[config.mk]
export PLATFORM = sky130hd
export DESIGN_NAME = rmq_sqrt_cell
export DESIGN_NICKNAME = d
export VERILOG_FILES = /design/src/hdl/rmq_sqrt_cell.sv
export SDC_FILE = /design/constraint.sdc
export NUM_CORES = 1
export LEC_CHECK = 0
export ABC_AREA = 0
export BUFFER_PORTS_ARGS = -buffer_cell sky130_fd_sc_hd__buf_2
export CAP_MARGIN = 40
export CORE_MARGIN = 5
export CORE_UTILIZATION = 25
export CTS_CLUSTER_DIAMETER = 100
export DETAILED_ROUTE_END_ITERATION = 8
export REMOVE_ABC_BUFFERS = 1
export SYNTH_ARGS = -nofsm -noshare
export SYNTH_HDL_FRONTEND = slang
export SYNTH_SLANG_ARGS = --single-unit
[constraint.sdc]
create_clock -name i_clk -period 3.2 [get_ports i_clk]
set_clock_uncertainty 0.2 [all_clocks]
set_input_delay 0 -clock i_clk [delete_from_list [all_inputs] [get_ports i_clk]]
set_output_delay 0 -clock i_clk [all_outputs]
set_load 0.1 [all_outputs]
[src/hdl/rmq_sqrt_cell.sv]
// ----------------------------------------------------------------------------
// Rotation matrix to quaternion: square root cell
// One result bit of the integer square root per cell.
// ----------------------------------------------------------------------------
module rmq_sqrt_cell #(
    parameter int RTW = 16,
    parameter int NWE = 32
) (
    input  logic             i_clk,
    input  logic             i_en,
    input  logic [RTW+2:0]   i_rem,
    input  logic [RTW-1:0]   i_root,
    input  logic [NWE-1:0]   i_n,
    output logic [RTW+2:0]   o_rem,
    output logic [RTW-1:0]   o_root,
    output logic [NWE-1:0]   o_n
);
    localparam int REMW = RTW + 3;

    logic [REMW-1:0] rem2;
    logic [REMW-1:0] trial;
    logic            take;

    always_comb begin
        rem2  = {i_rem[REMW-3:0], i_n[NWE-1 -: 2]};
        trial = REMW'({i_root, 2'b01});
        take  = (rem2 >= trial);
    end

    always_ff @(posedge i_clk) begin
        if (i_en) begin
            o_rem  <= take ? (rem2 - trial) : rem2;
            o_root <= {i_root[RTW-2:0], take};
            o_n    <= {i_n[NWE-3:0], 2'b00};
        end
    end

endmodule

==> results.py <==
metrics = {
    "sta": {
        "slew_headroom_pct": 44.38,
        "rsz0062_at_grt": "no",
        "worst_pin_slew_ns": 0.8343,
        "hold_ws_ns": 0.1083,
        "setup_viol": 0,
        "setup_slack_ns": 0.3948,
        "final_hold_viol_count": 0,
        "drv_slew": 0,
        "tns_ns": 0,
        "max_freq_ghz": 0.3565,
        "layout_worst_path_cycle_share_pct": 87.66,
        "fin_crit_ns": 2.805,
    },
    "global_route": {
        "grt_max_degree": 66,
        "grt_pass1_wl_mm": 12.88,
        "antenna_found_initial": 0,
        "grt_pass1_vias": 2616,
        "grt_overflow": 0,
        "grt_util_all_layers_pct": 11.19,
    },
    "logic_synthesis": {
        "synth_area_leaders": "edfxtp_1 (63%), ha_1 (7.2%), o21ai_0 (3.4%)",
        "synthMuxAreaShare_pct": 0.6844,
        "ys_ff_latch": 65,
        "synth_cells": 236,
        "ys_warn_count": 0,
        "synth_area_um2": 3108,
        "synth_top_family_by_area": "compound AO/OA/AOI/OAI gates",
        "synth-simple-area-share_pct": 7.448,
        "syn_area_per_cell_um2": 13.17,
        "yosys_most_used_dff": "edfxtp_1",
        "synthArstFlopShare_pct": 0,
        "synth-xor-area-share_pct": 3.945,
        "yosysTopAreaCellShare_pct": 62.80,
        "seq_area_frac_synth_pct": 62.80,
        "synth_compound_area_share_pct": 13.65,
        "synth_fa_ha_area_share_pct": 7.246,
        "synth-edff-count": 65,
        "synth_top_cell_by_area": "edfxtp_1",
        "ys_types": 45,
    },
    "setup_path": {
        "crit_type": "in -> reg",
        "startpoint_type": "input port",
        "crit_chain": "dlygate4sd3_1 -> buf_2 -> ha_1 -> a21o_1 -> a211o_1 -> a31oi_2 -> o21ai_1 -> a31oi_4 -> buf_4 -> a211oi_1 -> a21o_1",
        "cp.arrival_ns": 2.68,
        "cp_max_fo": 15,
        "critical_path_buf_inv_count": 3,
        "cp_common_cell": "a21o_1",
        "endpoint_kind": "register",
        "worstPathRequired_ns": 3.08,
        "cp_top_family": "compound AO/OA/AOI/OAI gates",
        "slowest_stage": "dlygate4sd3_1",
        "max_stage_delay_ns": 0.54,
    },
    "die": {
        "core_um2": 12110,
        "ioPinCount": 136,
        "start_util_pct": 25.66,
        "die_h_um": 121.5,
        "fp-row-count": 40,
        "die_w_um": 121.5,
        "die_area_um2": 14760,
    },
    "clocking": {
        "cts_made_buffers": 9,
        "cts_tree": "built",
        "clock_sinks": 65,
        "cts_htree_levels": 3,
        "path_clk_slew_ns": 0.06,
        "cts_setup_buffers": 0,
        "clockRootBuffer": "clkbuf_16",
        "cts_buffer_depth": 2,
    },
    "detailed_routing": {
        "drtAntennaViolNets": 0,
        "vias": 2579,
        "post_drt_wl_per_cell_um": 13.65,
        "drc": 0,
        "detail_route.iter0.violations": 131,
        "dr.pass1.iters": 4,
        "via_per_inst": 4.207,
        "wl_mm": 8.367,
    },
    "cells_and_area": {
        "fin_nets": 527,
        "synthToLayoutAreaGrowth_pct": 56.32,
        "layout_common_cells": "buf_2 (131), edfxtp_1 (65), dlygate4sd3_1 (64), inv_1 (22), o21ai_0 (21)",
        "layout_commonest_cell": "buf_2",
        "fillers": 1199,
        "drive_gt1_share_pct": 34.61,
        "n_antenna_cell": 0,
    },
    "placed_design": {
        "portBuffers": 131,
        "finalWeightedCongestion": 0.7926,
        "dpl_worst_slack_ns": 0.6221,
        "detailed_place_hpwl_mm": 5.917,
    },
    "min_path": {
        "hp-class": "in -> reg",
    },
    "pwr": {
        "power_leakage_nw": 2.142,
        "powerDensity_nw_per_um2": 615.5,
        "vdd_ir_drop_max_v": 0.0002541,
    },
    "outcome": {
        "outcome": "finished, final reports clean",
    },
    "run": {
        "cap_violations": 0,
    },
}
-- where the power goes --
part / switching, mW / internal (mW) / leakage (nW)
Clock: 0.352 / 0.514 / 0.128
Combinational: 0.829 / 0.232 / 1.38
Sequential: 0.0203 / 1.04 / 0.636
Total: 1.20 / 1.79 / 2.14
-- worst min-delay path, delay by kind of cell --
family	cells	cell delay, ns
AO/OA/AOI/OAI	1	0.11
adder cells (fa/ha/maj)	1	0.21
buffers and inverters	2	0.14
-- per-layer routing --
metal / track usage, % / part of all wire, %
met3: 3.916 / 6.6
met5: 0 / 0
met4: 3.361 / 1.3
met1: 13.14 / 44
met2: 19.24 / 48
-- through the flow --
step	util, %	area, um^2	total power, mW	cells
finish	40.11	4858	2.990	613
global placement	32.66	3955	2.079	533
global route	40.11	4858	3.118	613
CTS	40.11	4858	3.031	613
detailed placement	32.66	3955	2.085	533
floorplan	-	3067	1.893	231
-- registers in the layout, indices dropped and copies added (netlist names) --
name	cells
o_root	16
o_rem	19
o_n	30
-- area by class of cell --
cell class	count	area (um^2)	share of cell area, %
sequential	65	1952	40.18
tap	168	210.2	4.327
clock buffer	9	225.2	4.636
inverter	22	82.58	1.700
clock inverter	7	37.54	0.7726
timing repair buffer	198	1319	27.14
multi-input combinational	144	1032	21.25
-- cells in the mapped netlist, drive strengths merged (2+ instances only) --
cell,number
nand2b,2
o22ai,2
a21o,9
a31oi,3
o211ai,4
o21ai,22
o21a,3
xnor2,5
nand3,6
a211o,2
or3,2
a21oi,7
nand2,17
inv,22
nor2,10
edfxtp,65
ha,18
buf,5
nor3,3
xor2,9
a21boi,2
-- final timing paths --
kind	start	end	slack (ns)	cells past startpoint
min	i_root[15]	o_rem[17]	0.11	4
max	i_rem[14]	o_rem[4]	0.39	11
-- kinds of logic after synthesis --
logic type | Yosys count
xor gates and xnor gates | 14
DFF | 65
other | 1
adders and majority gates | 18
buffers and inverters | 28
AOI/OAI and AO/OA | 62
and+or+nand+nor | 46
muxes | 2
-- timing repair --
action | in CTS | in global routing
setup endpoints to repair | 0 | 0
gates resized for setup | 0 | 0
hold endpoints to repair | 64 | 0
hold buffers | 64 | 0
Note: power is estimated with default switching activity, not from simulation.
