<file path="src/hdl/rmq_pkg.sv">
// ----------------------------------------------------------------------------
// Rotation matrix to quaternion: shared types and constants
// Matrix and pipeline side types, branch codes and saturation limits.
// ----------------------------------------------------------------------------
package rmq_pkg;

    // Width of one quotient of the pair lanes; a larger quotient saturates.
    localparam int QB = 17;

    localparam logic [15:0] SAT_POS = 16'h7FFF;
    localparam logic [15:0] SAT_NEG = 16'h8000;

    typedef logic [1:0] t_branch;

    localparam t_branch BR_TRACE = 2'd0;
    localparam t_branch BR_X     = 2'd1;
    localparam t_branch BR_Y     = 2'd2;
    localparam t_branch BR_Z     = 2'd3;

    typedef struct packed {
        logic signed [15:0] m00;
        logic signed [15:0] m01;
        logic signed [15:0] m02;
        logic signed [15:0] m10;
        logic signed [15:0] m11;
        logic signed [15:0] m12;
        logic signed [15:0] m20;
        logic signed [15:0] m21;
        logic signed [15:0] m22;
    } t_mat;

    // Pair values that travel beside the square root.
    typedef struct packed {
        t_branch            branch;
        logic signed [16:0] d0;
        logic signed [16:0] d1;
        logic signed [16:0] d2;
    } t_front_side;

    // Control that travels beside the dividers.
    typedef struct packed {
        t_branch     branch;
        logic [15:0] rootq;
        logic [2:0]  neg;
        logic [2:0]  ovf;
    } t_div_side;

endpackage

</file>
<file path="src/hdl/rmq_front.sv">
// ----------------------------------------------------------------------------
// Rotation matrix to quaternion: front stage
// Picks the branch, forms the clamped radicand and the three pair values.
// ----------------------------------------------------------------------------
module rmq_front #(
    parameter int FRAC_BITS = 14,
    parameter int UW        = 18
) (
    input  logic                     i_clk,
    input  logic                     i_en,
    input  rmq_pkg::t_mat            i_mat,
    output logic [UW-1:0]            o_rad,
    output rmq_pkg::t_front_side     o_side
);
    import rmq_pkg::*;

    localparam int RW = UW + 1;
    localparam logic signed [RW-1:0] ONE_R = RW'(1) << FRAC_BITS;

    logic signed [17:0]   trace;
    logic signed [17:0]   sum;
    logic signed [RW-1:0] rad_s;
    logic [1:0]           idx;
    t_front_side          side;

    always_comb begin
        trace = 18'(i_mat.m00) + 18'(i_mat.m11) + 18'(i_mat.m22);
        idx   = (i_mat.m11 > i_mat.m00) ? 2'd1 : 2'd0;
        if (i_mat.m22 > ((idx == 2'd1) ? i_mat.m11 : i_mat.m00)) begin
            idx = 2'd2;
        end
        if (trace > 0) begin
            sum         = trace;
            side.branch = BR_TRACE;
            side.d0     = 17'(i_mat.m21) - 17'(i_mat.m12);
            side.d1     = 17'(i_mat.m02) - 17'(i_mat.m20);
            side.d2     = 17'(i_mat.m10) - 17'(i_mat.m01);
        end else if (idx == 2'd0) begin
            sum         = 18'(i_mat.m00) - 18'(i_mat.m11) - 18'(i_mat.m22);
            side.branch = BR_X;
            side.d0     = 17'(i_mat.m21) - 17'(i_mat.m12);
            side.d1     = 17'(i_mat.m10) + 17'(i_mat.m01);
            side.d2     = 17'(i_mat.m20) + 17'(i_mat.m02);
        end else if (idx == 2'd1) begin
            sum         = 18'(i_mat.m11) - 18'(i_mat.m22) - 18'(i_mat.m00);
            side.branch = BR_Y;
            side.d0     = 17'(i_mat.m02) - 17'(i_mat.m20);
            side.d1     = 17'(i_mat.m21) + 17'(i_mat.m12);
            side.d2     = 17'(i_mat.m01) + 17'(i_mat.m10);
        end else begin
            sum         = 18'(i_mat.m22) - 18'(i_mat.m00) - 18'(i_mat.m11);
            side.branch = BR_Z;
            side.d0     = 17'(i_mat.m10) - 17'(i_mat.m01);
            side.d1     = 17'(i_mat.m02) + 17'(i_mat.m20);
            side.d2     = 17'(i_mat.m12) + 17'(i_mat.m21);
        end
        rad_s = RW'(sum) + ONE_R;
        // A radicand at or below zero is clamped to one LSB.
        if (rad_s <= 0) begin
            rad_s = RW'(1);
        end
    end

    always_ff @(posedge i_clk) begin
        if (i_en) begin
            o_rad  <= rad_s[UW-1:0];
            o_side <= side;
        end
    end

endmodule

</file>
<file path="config.mk">
export PLATFORM = sky130hd
export DESIGN_NAME = rmq_front
export DESIGN_NICKNAME = d
export VERILOG_FILES = /design/src/hdl/rmq_pkg.sv /design/src/hdl/rmq_front.sv
export SDC_FILE = /design/constraint.sdc
export NUM_CORES = 1
export LEC_CHECK = 0
export ABC_CLOCK_PERIOD_IN_PS = 8550
export BUFFER_PORTS_ARGS = -buffer_cell sky130_fd_sc_hd__buf_2
export CORE_UTILIZATION = 55
export CTS_CLUSTER_DIAMETER = 80
export DETAILED_ROUTE_END_ITERATION = 7
export GPL_TIMING_DRIVEN = 0
export MAX_ROUTING_LAYER = met4
export PLACE_DENSITY = 0.77
export SLEW_MARGIN = 0
export SYNTH_ARGS = -nofsm -noshare
export SYNTH_HDL_FRONTEND = slang
export SYNTH_SLANG_ARGS = --single-unit
</file>
<file path="constraint.sdc">
create_clock -name i_clk -period 8.55 [get_ports i_clk]
set_input_delay 0.4275 -clock i_clk [delete_from_list [all_inputs] [get_ports i_clk]]
set_output_delay 0.4275 -clock i_clk [all_outputs]
set_load 0.005 [all_outputs]
</file>
==> run metrics <==
status completed; number of buffers inserted by port buffering 216; post-CTS clock slew at the launch and capture registers of the worst setup and hold paths 60 ps; count of yosys warnings during synthesis 0; internal power 1.55 mW; Non-Filler Cell Area, Final 0.0162 mm^2; maximum level of the CTS H-tree 3; vias 14,133; switching power summed over all nets 1.55 mW; die outline area 0.0266 mm^2; worst hold-check slack 652 ps; max frequency 121 MHz; Worst setup EP type register; launching element type of the critical path input port; Root Driver clkbuf_16; overall fraction of global-route tracks in use 36.6%; post-route clock period utilization 96.7%; switching portion of total power 50.0%; vias per cell 6.07; syn nets 2,205; Worst Hold End o_side[1]; wirelength, routed 47.4 mm; power share of the sequential group 19.5%; reported max-cap violation count 0; peak fanout along the critical path 10; core region area 0.0253 mm^2; number of nets with antenna violations after routing 0; critical path class in -> reg; most frequent standard cell in the layout excluding fill and tap cells buf_2; Fin. Hold Viols 0; HP Start i_mat[113]; standard cell area after detailed placement 0.0158 mm^2; Core Util, Final 63.9%; Cells on Worst Hold Path 3; Final Critical Period 8270 ps; accumulated negative setup slack 0 ps; Post-Syn Area per Cell 8.08 um^2; number of flip-flops and latches in the synthesized netlist 71; distinct cell type count after synthesis 81; clock tree from TritonCTS yes; Critical-path top delay cell or3_4; Post-synth EDFFs 71; first-pass GRT wire length 72.4 mm; peak supply drop 120 uV; Slew headroom 3.99%; ratio of cells with drive above 1 in the final layout 13.9%; number of I/O pins 217; pin count of the biggest net entering global routing 72; share of synthesized flip-flops with an asynchronous set or reset 0%; LEAKAGE 7.51 nW; initial core utilization 56.5%; relative contribution of the clock network to total power 12.3%; leading register cell type out of synthesis edfxtp_1; Post-Place Setup Slack -2890 ps; Worst Path Required 8630 ps; worst-case setup margin in the final layout 279 ps; cell type with the highest occurrence count on the critical path clkbuf_4; via count of the first global-routing pass 13,228; height of the die 163 um; Worst Max-Slew Pin Slew 1400 ps; unrepaired setup endpoints after global routing false; type of the tightest min-delay check in -> reg; buffer levels on the longest clock path 2; floorplan die width 163 um; DRC 0; count of final max-slew check failures 0; placement row count 58; TritonCTS Sinks 71; Mapped Cells 1,769; highest-count cells in the layout ignoring fill and taps 221 x buf_2, 219 x ha_1, 177 x inv_1; Post-CTS Repair Setup Buffers 0; average wire per cell in the routed design 20.4 um; cell area after synthesis 0.0143 mm^2; Final Wtd Congestion 0.995; drt first pass iters 5; number of DRC violations after detailed-routing iteration 0 1,512; power density of the placed cells 191 mW/mm^2; worst endpoint data arrival time 8350 ps; maximum single-stage delay on the critical path 490 ps; Layout fillers 2,322; final net count 2,429; sequential share of the synthesized area 14.9%; Congestion Overflow GR 0; growth of design area from synthesis to finish 13.2%; hold buffer count at CTS 0; combinational cell fraction of total power 68.2%; dpl hpwl 39.3 mm; number of buffers added by the clock tree synthesis step 9; initial antenna violation count 2; Final setup violation count 0
-- worst max path at each step --
stage / from / endpoint / slack, ps / depth (start not counted)
2_1_floorplan: i_mat[78] / o_rad[7] / 1080 / 31
3_3_place_gp: i_mat[78] / o_rad[8] / -2820 / 33
3_5_place_dp: i_mat[78] / o_rad[8] / -2890 / 33
4_1_cts: i_mat[78] / o_rad[8] / 40 / 31
5_1_grt: i_mat[78] / o_rad[8] / 20 / 32
6_report: i_mat[78] / o_rad[8] / 280 / 32
-- cell usage after synthesis (13+ instances only) --
library cell / instances / area share (%)
edfxtp_1: 71 / 15
buf_1: 13 / 0.34
or3_1: 18 / 0.79
nand2b_1: 20 / 0.88
nor2b_1: 28 / 1.2
a211oi_1: 20 / 1.1
ha_1: 219 / 19
nand3_1: 30 / 1.1
fa_1: 71 / 9.9
o211ai_1: 29 / 1.5
nand2_1: 130 / 3.4
o31ai_1: 14 / 0.74
mux2i_1: 32 / 2.2
xnor2_1: 88 / 5.4
xor2_1: 36 / 2.2
o21a_1: 17 / 0.89
o21bai_1: 18 / 0.95
inv_1: 177 / 4.6
o21ai_0: 88 / 3.1
a21oi_1: 168 / 5.9
a31oi_1: 23 / 1.0
clkbuf_1: 40 / 1.1
nor2_1: 161 / 4.2
and3_1: 19 / 0.83
nor3_1: 35 / 1.2
a21o_1: 29 / 1.5
-- registers in the layout, indices dropped and copies added (netlist names) --
register	flops
o_side	53
o_rad	18
-- logic make-up after synthesis --
| kind of cell | synth area share [%] |
|---|---|
| buffers and inverters | 6.55 |
| AND/OR/NAND/NOR | 16.1 |
| adder cells (fa/ha/maj) | 29.1 |
| AO/OA/AOI/OAI | 23.3 |
| multiplexers | 2.42 |
| flip-flops | 14.9 |
| XOR/XNOR | 7.60 |
-- timing repair --
action                     in CTS  in global routing
pin swaps                       0                  0
gates resized for setup        20                 14
setup endpoints to repair      52                 16
cloned                          0                  0
-- stage by stage --
step / power, mW / std cells
after CTS: 3.02 / 2328
after global placement: 2.60 / 2315
after floorplan: 1.93 / 1769
after global routing: 3.29 / 2330
final: 3.09 / 2330
after detailed placement: 2.62 / 2315
-- routing by layer --
metal,vias up,wire [um],GRT usage (%)
li1,6727,-,-
met1,6634,21800,52.7
met2,707,19600,52.3
met3,65,5010,6.58
met4,0,992,8.96
met5,-,0,-
-- critical path: cells and delay by family --
kind                       cells  cell delay, ps
AOI/OAI and AO/OA              7            1670
muxes                          1             110
and+or+nand+nor               10            2800
buffers and inverters         11            2400
adders and majority gates      3             880
-- power groups by stage --
stage	clock network, mW	logic, mW	registers (mW)
floorplan	0	1.32	0.606
global placement	0	1.99	0.608
detailed placement	0	2.02	0.606
CTS	0.380	2.04	0.601
global route	0.391	2.29	0.609
finish	0.381	2.11	0.603
-- area by class of cell --
cell class	instances	area [um^2]	share of cell area, %
Antenna cell	2	5.00	0.0309
Clock inverter	7	62.6	0.386
Tap cell	330	413	2.55
Multi-Input combinational cell	1456	11300	69.9
Timing Repair Buffer	216	1080	6.69
Buffer	61	292	1.80
Inverter	178	668	4.13
Clock buffer	9	225	1.39
Sequential cell	71	2130	13.2
(Power assumes the default switching activity.)
