--- src/hdl/rmq_pkg.sv ---
// ----------------------------------------------------------------------------
// Rotation matrix to quaternion: shared types and constants
// Matrix and pipeline side types, branch codes and saturation limits.
// ----------------------------------------------------------------------------
package rmq_pkg;

    // Width of one quotient of the pair lanes; a larger quotient saturates.
    localparam int QB = 17;

    localparam logic [15:0] SAT_POS = 16'h7FFF;
    localparam logic [15:0] SAT_NEG = 16'h8000;

    typedef logic [1:0] t_branch;

    localparam t_branch BR_TRACE = 2'd0;
    localparam t_branch BR_X     = 2'd1;
    localparam t_branch BR_Y     = 2'd2;
    localparam t_branch BR_Z     = 2'd3;

    typedef struct packed {
        logic signed [15:0] m00;
        logic signed [15:0] m01;
        logic signed [15:0] m02;
        logic signed [15:0] m10;
        logic signed [15:0] m11;
        logic signed [15:0] m12;
        logic signed [15:0] m20;
        logic signed [15:0] m21;
        logic signed [15:0] m22;
    } t_mat;

    // Pair values that travel beside the square root.
    typedef struct packed {
        t_branch            branch;
        logic signed [16:0] d0;
        logic signed [16:0] d1;
        logic signed [16:0] d2;
    } t_front_side;

    // Control that travels beside the dividers.
    typedef struct packed {
        t_branch     branch;
        logic [15:0] rootq;
        logic [2:0]  neg;
        logic [2:0]  ovf;
    } t_div_side;

endpackage

--- src/hdl/rmq_div_cell.sv ---
// ----------------------------------------------------------------------------
// Rotation matrix to quaternion: divider cell
// One quotient bit of a restoring division per cell.
// ----------------------------------------------------------------------------
module rmq_div_cell #(
    parameter int DW = 17
) (
    input  logic                  i_clk,
    input  logic                  i_en,
    input  logic [DW-1:0]         i_rem,
    input  logic [DW-1:0]         i_den,
    input  logic [rmq_pkg::QB-1:0] i_low,
    input  logic [rmq_pkg::QB-1:0] i_q,
    output logic [DW-1:0]         o_rem,
    output logic [rmq_pkg::QB-1:0] o_low,
    output logic [rmq_pkg::QB-1:0] o_q
);
    import rmq_pkg::*;

    logic [DW:0] rem2;
    logic [DW:0] diff;
    logic        take;

    always_comb begin
        rem2 = {i_rem, i_low[QB-1]};
        diff = rem2 - {1'b0, i_den};
        take = (rem2 >= {1'b0, i_den});
    end

    always_ff @(posedge i_clk) begin
        if (i_en) begin
            o_rem <= take ? diff[DW-1:0] : rem2[DW-1:0];
            o_low <= {i_low[QB-2:0], 1'b0};
            o_q   <= {i_q[QB-2:0], take};
        end
    end

endmodule

--- config.mk ---
export PLATFORM = sky130hd
export DESIGN_NAME = rmq_div_cell
export DESIGN_NICKNAME = d
export VERILOG_FILES = /design/src/hdl/rmq_pkg.sv /design/src/hdl/rmq_div_cell.sv
export SDC_FILE = /design/constraint.sdc
export NUM_CORES = 1
export LEC_CHECK = 0
export ABC_AREA = 1
export BUFFER_PORTS_ARGS = -buffer_cell sky130_fd_sc_hd__buf_2
export CAP_MARGIN = 20
export CORE_MARGIN = 1
export CORE_UTILIZATION = 25
export DETAILED_ROUTE_END_ITERATION = 10
export HOLD_SLACK_MARGIN = 0.02
export SETUP_SLACK_MARGIN = 0.4
export SYNTH_ARGS = -nofsm -noshare
export SYNTH_HDL_FRONTEND = slang
export SYNTH_SLANG_ARGS = --single-unit
--- constraint.sdc ---
create_clock -name i_clk -period 2.1 [get_ports i_clk]
set_clock_uncertainty 0.05 [all_clocks]
set_input_delay 0.105 -clock i_clk [delete_from_list [all_inputs] [get_ports i_clk]]
set_output_delay 0.105 -clock i_clk [all_outputs]
set_load 0.02 [all_outputs]
==> impl_metrics.json, run 1 <==
{
  "status": "completed",
  "clock.fmax_mhz": 633.4,
  "yosysUniqueCellTypes": 27,
  "comb_power_share": 0.319,
  "syn_inst": 353,
  "area_growth_pct": 49.88,
  "avgSynthCellArea_sq_um": 8.890,
  "clock-sinks": 50,
  "dp_hpwl_um": 6346,
  "dpl.cell_count": 640,
  "core_sq_um": 12110,
  "pre_cts_slack_ps": 88.13,
  "io_pins": 121,
  "regArea_sq_um": 1501,
  "muxShareOfSynthArea": 0,
  "synth_top_family_by_area": "simple AND/OR/NAND/NOR gates",
  "first_iter_violations": 148,
  "drive_above_1_share": 0.4050,
  "rows": 40,
  "swShare": 0.3172,
  "cp_data_required_time_ps": 2100,
  "firstDrtPassIters": 4,
  "p_sw_uw": 953.1,
  "cts_tree": "yes",
  "whs_endpoint": "o_rem[0]",
  "tns_ps": 0,
  "hold_path.class": "primary input to flop",
  "die_w_um": 114.0,
  "pwr-share-seq": 0.415,
  "vias": 2771,
  "initial_core_util": 0.2591,
  "min_from": "i_low[16]",
  "post-route-drc-count": 0,
  "multi_input_area_sq_um": 1592,
  "fin_util": 0.3883,
  "endpoint_kind": "flop",
  "port_buffers": 118,
  "synth_compound_gate_area_share": 0.02273,
  "finalSetupViolations": 0,
  "wl_um": 8470,
  "drt-vias-per-instance": 4.051,
  "cts_max_level": 2,
  "fillers": 1239,
  "crit_type": "primary input to flop",
  "seq_area_frac_synth": 0.4785,
  "syn_area_sq_um": 3138,
  "final-max-slew-violation-count": 0,
  "maxCapViolCount": 0,
  "yosys.area_share.simple": 0.3050,
  "die-area_sq_um": 13000,
  "p_leak_uw": 0.002304,
  "ant_nets": 0,
  "cts_buffers": 5,
  "setup_ws_ps": 521.3,
  "grt_pass1_wl_um": 13480,
  "antenna_found_initial": 0,
  "diodes": 0,
  "gr-usage-all-layers": 0.1331,
  "grt_start_max_net_pins": 51,
  "wire_per_inst_um": 12.38,
  "p_int_uw": 2052,
  "rsz0062_at_grt": "false",
  "cp-start-kind": "primary input",
  "finalHoldViolations": 0,
  "place.gp.congestion": 0.8223,
  "hold_depth": 3,
  "syn_nets": 441,
  "timing.final.crit_share": 0.7518,
  "fp.dieH_um": 114.0,
  "num-nets-final": 603,
  "min_period_ps": 1579,
  "clkPwrFrac": 0.267,
  "critical_path_arrival_ps": 1580,
  "instances_no_fill": 684,
  "power.density_nw_per_um2": 639.0,
  "ys_ff_latch": 50,
  "globalRouteOverflowTotal": 0,
  "synthAdderAreaFrac": 0.07416,
  "yosysWarnings": 0,
  "ir_drop_v": 0.0003250,
  "critPathMaxFanout": 10,
  "synth_xor_area_frac": 0.01954,
  "clock_path_buffers": 2,
  "grt_pass1_vias": 2830,
  "clkTransAtPathRegs_ps": 70,
  "root_buffer": "clkbuf_16"
}
==> layout by cell type (no fill, tap or decap), drive strengths merged <==
cell and count:
a21oi 11, and2 1, buf 127, clkbuf 5, clkinv 3, clkinvlp 1, conb 1, dlygate4sd3 32
edfxtp 50, fa 1, ha 17, inv 68, nand2 137, nand3 33, nand4 4, nor2 13
nor3 4, o21ai 1, xor2 7
==> metal layers <==
layer	part of all wire	GRT usage	vias up
met3	0.058	0.02816	6
met4	0.013	0.04156	0
li1	-	-	1442
met2	0.50	0.2453	84
met5	0	0	-
met1	0.43	0.1529	1239
==> worst max-delay path by stage <==
stage | from | endpoint | slack [ps] | depth (start not counted)
after floorplan | i_den[12] | o_rem[4] | 410 | 11
after global placement | i_low[16] | o_rem[14] | 120 | 15
after detailed placement | i_low[16] | o_rem[15] | 90 | 11
after CTS | i_low[16] | o_rem[14] | 420 | 15
after global routing | i_low[16] | o_rem[14] | 390 | 15
final | i_den[10] | o_rem[5] | 520 | 11
==> registers in the layout, summed over array words and instances, names as in the netlist <==
name   cells
o_low     16
o_q       17
o_rem     17
==> logic make-up (layout without fill, tap and decap cells) <==
kind of cell | Yosys count | after routing
flip-flops | 50 | 50
AO/OA/AOI/OAI | 12 | 12
XOR/XNOR | 7 | 7
other | 1 | 1
adder cells (fa/ha/maj) | 18 | 18
buffers and inverters | 74 | 236
AND/OR/NAND/NOR | 191 | 192
==> synthesized netlist by cell type <==
master / instances / share of area
buf_4: 2 / 0.0048
ha_1: 17 / 0.068
buf_6: 1 / 0.0036
a21oi_2: 2 / 0.0056
nor2_2: 5 / 0.010
nor3_2: 1 / 0.0032
fa_1: 1 / 0.0064
conb_1: 1 / 0.0012
nor3_1: 2 / 0.0032
nor3_4: 1 / 0.0052
edfxtp_1: 50 / 0.48
inv_1: 64 / 0.077
nand3_2: 4 / 0.013
clkinv_1: 1 / 0.0012
nand2_1: 107 / 0.13
o21ai_2: 1 / 0.0028
a21oi_1: 9 / 0.014
and2_1: 1 / 0.0020
nand4_1: 4 / 0.0080
nor2_1: 8 / 0.0096
nand2_2: 17 / 0.034
xor2_1: 7 / 0.020
buf_2: 1 / 0.0016
nand2_4: 12 / 0.043
nand3_1: 29 / 0.046
inv_2: 4 / 0.0048
buf_12: 1 / 0.0064
==> final cells by class <==
class,count,area share
Sequential cell,50,0.3192
Tap cell,168,0.04469
Clock buffer,5,0.02660
Inverter,69,0.05507
Timing Repair Buffer,159,0.2115
Multi-Input combinational cell,230,0.3384
Clock inverter,3,0.004522
==> critical path, cell delays in order <==
cell,delay (ps)
buf_2,80
inv_1,50
ha_4,300
nand2_1,80
inv_1,90
nand2_2,80
nor3_2,280
nand2_8,160
buf_6,190
nand3_1,100
nand2_2,50
==> power by group through the flow <==
stage	clock, uW	combinational, uW	sequential, uW
after floorplan	0	458	1410
after global placement	0	879	1270
after detailed placement	0	890	1270
after CTS	835	941	1250
after global routing	864	1060	1260
final	801	957	1250
==> repair_timing <==
item	in CTS	in global routing
hold buffers	32	0
hold endpoints to repair	32	0
setup endpoints to repair	1	9
cloned	0	1
setup buffers	0	3
pin swaps	0	5
resized for setup	1	12
==> per-stage QoR <==
stage | power [uW] | hold WS (ps) | cell area, sq um
after floorplan | 1867 | 153.9 | 3333
after global placement | 2148 | 231.4 | 4140
after detailed placement | 2159 | 233.7 | 4140
after CTS | 3024 | 73.90 | 4616
after global routing | 3183 | 123.2 | 4703
final | 3005 | 77.42 | 4703
(Power assumes the default switching activity.)
==> run 2, diff against run 1 <==
- ABC_AREA: 1 -> 0
- clock period: 2.1 -> 1.5 ns (I/O delays scaled with it)
==> run 2 against run 1 <==
The flow now finishes with violations (negative setup slack). Flip-flop and latch count unchanged. Global-route usage increased by 0.14 points. Sequential share of layout area increased by 1.0 points. Design area decreased by 3.1%. Synthesized cell count decreased by 42%. First-iteration DRC count decreased by 52%. Clock-buffer cell count increased by 1. Clock power increased by 17%. Routed wire length decreased by 12%. Via count decreased by 14%. Utilization increased by 5.1 points. Critical endpoint is now o_rem[3]. Highest routed layer unchanged.
==> impl_metrics.json, run 2 <==
{
  "reg.largest.list": "o_q: 17 flops, o_rem: 17 flops, o_low: 16 flops",
  "hold_slack_ps": 34.30,
  "power.density_nw_per_um2": 888.5,
  "antenna_found_initial": 0,
  "ys_ff_latch": 50,
  "synthArstFlopShare": 0,
  "synthAdderAreaFrac": 0.08635,
  "yosysUniqueCellTypes": 47,
  "synth_most_common_cell": "edfxtp_1",
  "cts_buffers": 5,
  "violations": "negative setup slack",
  "core_sq_um": 10370,
  "avgSynthCellArea_sq_um": 13.21,
  "rows": 37,
  "fp.dieH_um": 105.8,
  "hold_depth": 2,
  "cp-start-kind": "primary input",
  "final_cell_mix": "buf_2 (116), buf_4 (60), edfxtp_1 (50), dlygate4sd3_1 (32), inv_1 (20)",
  "synth_xor_area_frac": 0.03575,
  "io_pins": 121,
  "cp_data_required_time_ps": 1510,
  "clock.fmax_mhz": 546.7,
  "clock-sinks": 50,
  "seq_area_frac_synth": 0.5571,
  "wire_per_inst_um": 13.36,
  "initial_core_util": 0.2599,
  "yosys.area_share.simple": 0.08217,
  "synth_ff_type": "edfxtp_1",
  "muxShareOfSynthArea": 0.05942,
  "hold_path.class": "primary input to flop",
  "ys_top_cells_by_count": "edfxtp_1 (50), inv_1 (22), ha_1 (17)",
  "yosysWarnings": 0,
  "status": "complete, but fails checks",
  "num-nets-final": 511,
  "synth_top_family_by_area": "compound AO/OA/AOI/OAI gates",
  "tns_ps": -5174,
  "setup_ws_ps": -329.3,
  "place.gp.congestion": 0.7727,
  "final_common_cell": "buf_2",
  "wl_um": 7484,
  "yosysTopAreaCellShare": 0.5571,
  "die_w_um": 105.8,
  "cts_tree": "yes",
  "grt_pass1_wl_um": 11670,
  "critPathMaxFanout": 5,
  "final-max-slew-violation-count": 0,
  "dp_hpwl_um": 5685,
  "grt_pass1_vias": 2392,
  "endpoint_kind": "flop",
  "finalHoldViolations": 0,
  "cts_max_level": 2,
  "die-area_sq_um": 11200,
  "synth_edf_count": 50,
  "port_buffers": 118,
  "root_buffer": "clkbuf_8",
  "rsz0062_at_grt": "true",
  "fillers": 949,
  "grt_start_max_net_pins": 51,
  "drt-vias-per-instance": 4.248,
  "ant_nets": 0,
  "globalRouteOverflowTotal": 0,
  "vias": 2379,
  "synthTopCellsByArea": "edfxtp_1 (56%), ha_1 (7.9%), mux2_4 (5.6%)",
  "gr-usage-all-layers": 0.1345,
  "min_period_ps": 1829,
  "timing.final.crit_share": 1.220,
  "crit_type": "primary input to flop",
  "area_growth_pct": 69.03,
  "yosysTopAreaCell": "edfxtp_1",
  "first_iter_violations": 71,
  "clock_path_buffers": 2,
  "ir_drop_v": 0.0005097,
  "firstDrtPassIters": 4,
  "syn_area_sq_um": 2695,
  "syn_inst": 204,
  "p_leak_uw": 0.002057,
  "diodes": 0,
  "critical_path_arrival_ps": 1840,
  "fin_area_sq_um": 4556,
  "fin_total_pwr_uw": 4048,
  "min_from": "i_rem[8]",
  "clkTransAtPathRegs_ps": 90,
  "post-route-drc-count": 0,
  "finalSetupViolations": 18,
  "whs_endpoint": "o_rem[9]",
  "postPlaceCellArea_sq_um": 3953,
  "synth_compound_gate_area_share": 0.1309,
  "syn_nets": 292,
  "drive_above_1_share": 0.5425,
  "maxCapViolCount": 0
}
run 2: power by group:
| part | internal (uW) | total (uW) | switching (uW) |
|---|---|---|---|
| clock network | 498 | 940 | 442 |
| registers | 1720 | 1750 | 34.3 |
| logic | 681 | 1360 | 677 |
run 2: timing repair:
action,CTS,global route
hold endpoints to repair,32,0
gates cloned,1,0
buffers inserted,3,2
pin swaps,6,4
hold buffers,32,0
setup endpoints to repair,18,18
gates resized for setup,8,15
run 2: per-stage QoR:
step | setup slack [ps] | utilization | instances
floorplan | -623.3 | - | 204
global placement | -708.0 | 0.3812 | 514
detailed placement | -761.7 | 0.3812 | 514
CTS | -396.9 | 0.4293 | 558
global route | -367.8 | 0.4393 | 560
finish | -329.3 | 0.4393 | 560
run 2: cell type report:
class,count,area (sq um),share of cell area
clock buffer,6,72.57,0.01593
clock inverter,2,37.54,0.008239
inverter,23,106.4,0.02335
multi-input combinational,129,1236,0.2714
sequential,50,1501,0.3296
tap,136,170.2,0.03735
timing repair buffer,213,1420,0.3117
timing repair inverter,1,11.26,0.002472
run 2: kinds of logic (layout without fill, tap and decap cells):
kind of cell | count (synthesis) | count (layout)
compound gates | 47 | 47
xor+xnor | 11 | 11
fa+ha+maj | 18 | 18
buf+inv | 25 | 245
flops | 50 | 50
mux | 11 | 11
other cells | 1 | 1
simple gates | 41 | 41
run 2: worst max-delay path by stage:
stage              start   endpoint  slack [ps]  cells past startpoint
2_1_floorplan  i_low[16]  o_rem[10]        -620                     12
3_3_place_gp   i_low[16]  o_rem[12]        -710                     12
3_5_place_dp   i_low[16]   o_rem[8]        -760                     12
4_1_cts        i_low[16]   o_rem[3]        -400                     12
5_1_grt        i_low[16]   o_rem[4]        -370                     12
6_report       i_low[16]   o_rem[3]        -330                     12
run 2: worst max-delay path, stage by stage:
cell	delay, ps
buf_8	90
inv_8	30
ha_4	140
inv_2	50
fa_2	200
a21oi_2	60
or3_4	350
a21oi_4	160
o21bai_4	70
and2_4	220
inv_8	100
mux2_4	290
run 2: routing by layer:
metal  vias up  part of all wire  global-route usage
li1       1197                 -                   -
met1      1073              0.43              0.1588
met2       100              0.47              0.2353
met3         9             0.082             0.03525
met4         0             0.017             0.04563
met5         -                 0                   0
==> run 3, diff against run 2 <==
- MAX_ROUTING_LAYER: default -> met4
==> run 3 against run 2 <==
Flip-flop and latch count did not move. Routed wire length barely moved. Maximum frequency barely moved. Utilization did not move. First-iteration DRC count rose by 9.9%. Critical path type unchanged. Power barely moved. Clock-buffer cell count did not move. Highest routed layer unchanged. Non-clock buffer count did not move. Worst setup slack got worse by 0.54 ps. Critical path depth did not move. Global-route usage rose by 0.37 points. The flow still finishes with violations (negative setup slack). Sequential power barely moved. Largest cell class unchanged.
==> impl_metrics.json, run 3 (same netlist as run 2, synthesis figures left out) <==
{
  "finalHoldViolations": 0,
  "hold_path.class": "primary input to flop",
  "final_common_cell": "buf_2",
  "drt-vias-per-instance": 4.259,
  "critPathMaxFanout": 5,
  "cp_cell_sequence": "buf_8 > inv_8 > ha_4 > inv_2 > fa_2 > a21oi_2 > or3_4 > a21oi_4 > o21bai_4 > and2_4 > inv_8 > mux2_4",
  "final-max-slew-violation-count": 0,
  "clock.fmax_mhz": 546.5,
  "hold_depth": 2,
  "antenna_found_initial": 0,
  "violations": "negative setup slack",
  "instances_no_fill": 560,
  "die_w_um": 105.8,
  "firstDrtPassIters": 4,
  "vias": 2385,
  "power.density_nw_per_um2": 888.0,
  "whs_endpoint": "o_rem[9]",
  "cpMostUsedCell": "inv_8",
  "p_leak_uw": 0.002057,
  "fp.dieH_um": 105.8,
  "p_sw_uw": 1152,
  "slowest_delay_ps": 350,
  "diodes": 0,
  "slowest_stage": "or3_4",
  "rsz0062_at_grt": "true",
  "status": "complete, but fails checks",
  "post-route-drc-count": 0,
  "clock-sinks": 50,
  "fillers": 949,
  "port_buffers": 118,
  "maxCapViolCount": 0,
  "drive_above_1_share": 0.5425,
  "finalSetupViolations": 18,
  "core_sq_um": 10370,
  "rows": 37,
  "crit_family": "simple AND/OR/NAND/NOR gates",
  "num-nets-final": 511,
  "endpoint_kind": "flop",
  "grt_start_max_net_pins": 51,
  "setup_ws_ps": -329.8,
  "area_growth_pct": 69.03,
  "clkTransAtPathRegs_ps": 90,
  "grt_pass1_vias": 2393,
  "ant_nets": 0,
  "cts_tree": "yes",
  "clock_path_buffers": 2,
  "timing.final.crit_share": 1.220,
  "clkPwrFrac": 0.232,
  "worst-path-buf-inv": 4,
  "wire_per_inst_um": 13.35,
  "regArea_sq_um": 1501,
  "pwr-share-seq": 0.432,
  "multi_input_area_sq_um": 1236,
  "cts_max_level": 2,
  "p_int_uw": 2894,
  "dp_hpwl_um": 5685,
  "root_buffer": "clkbuf_8",
  "gr-usage-all-layers": 0.1382,
  "die-area_sq_um": 11200,
  "min_from": "i_rem[8]",
  "place.gp.congestion": 0.7832,
  "globalRouteOverflowTotal": 0,
  "swShare": 0.2847,
  "cp-start-kind": "primary input",
  "dpl.cell_count": 514,
  "cp_data_required_time_ps": 1510,
  "io_pins": 121,
  "critical_path_arrival_ps": 1840,
  "ir_drop_v": 0.0005096,
  "wl_um": 7477,
  "crit_type": "primary input to flop",
  "grt_pass1_wl_um": 11660,
  "min_period_ps": 1830,
  "tns_ps": -5169,
  "first_iter_violations": 78,
  "reg.largest.list": "o_q: 17 flops, o_rem: 17 flops, o_low: 16 flops",
  "cts_buffers": 5,
  "initial_core_util": 0.2599,
  "final_cell_mix": "buf_2 (116), buf_4 (60), edfxtp_1 (50), dlygate4sd3_1 (32), inv_1 (20)",
  "comb_power_share": 0.335,
  "pre_cts_slack_ps": -761.7
}
[run 3: cell counts in the layout (fill, tap and decap cells not counted)]
No cell type changed its count.
[run 3: worst max-delay path by stage]
| stage | depth (start not counted) | startpoint | end |
|---|---|---|---|
| final | 12 | i_low[16] | o_rem[3] |
| after global routing | 12 | i_low[16] | o_rem[4] |
| after CTS | 12 | i_low[16] | o_rem[3] |
| after detailed placement | 12 | i_low[16] | o_rem[8] |
| after global placement | 12 | i_low[16] | o_rem[12] |
| after floorplan | 12 | i_low[16] | o_rem[10] |
[run 3: power groups by stage]
stage / Combinational [uW] / Sequential [uW] / Clock (uW)
floorplan: 484 / 1980 / 0
global placement: 1190 / 1780 / 0
detailed placement: 1210 / 1780 / 0
CTS: 1310 / 1750 / 980
global route: 1470 / 1760 / 1020
finish: 1360 / 1750 / 939
[run 3: routing by layer]
layer	global-route usage	up-vias	share of wire	wire, um
met5	-	-	0	0
met4	0.04563	0	0.016	123
met2	0.2358	102	0.48	3555
li1	-	1198	-	-
met1	0.1599	1076	0.43	3207
met3	0.03216	9	0.079	591
[run 3: final cells by class]
type	count	area share
tap	136	0.03735
timing repair inverter	1	0.002472
timing repair buffer	213	0.3117
clock buffer	6	0.01593
multi-input combinational	129	0.2714
sequential	50	0.3296
inverter	23	0.02335
clock inverter	2	0.008239
[run 3: metrics by stage]
step	hold slack [ps]	utilization	total power [uW]	instance area, sq um
floorplan	123.9	-	2463	2771
global placement	202.2	0.3812	2976	3953
detailed placement	203.4	0.3812	2995	3953
CTS	27.49	0.4293	4045	4452
global route	30.56	0.4393	4259	4556
finish	34.58	0.4393	4045	4556
[run 3: repair_timing]
item	CTS	global route
hold buffers	32	0
endpoints found under the setup margin	18	18
cloned	1	0
endpoints found under the hold margin	32	0
pin swaps	6	4
resized for setup	8	15
setup buffers	3	2
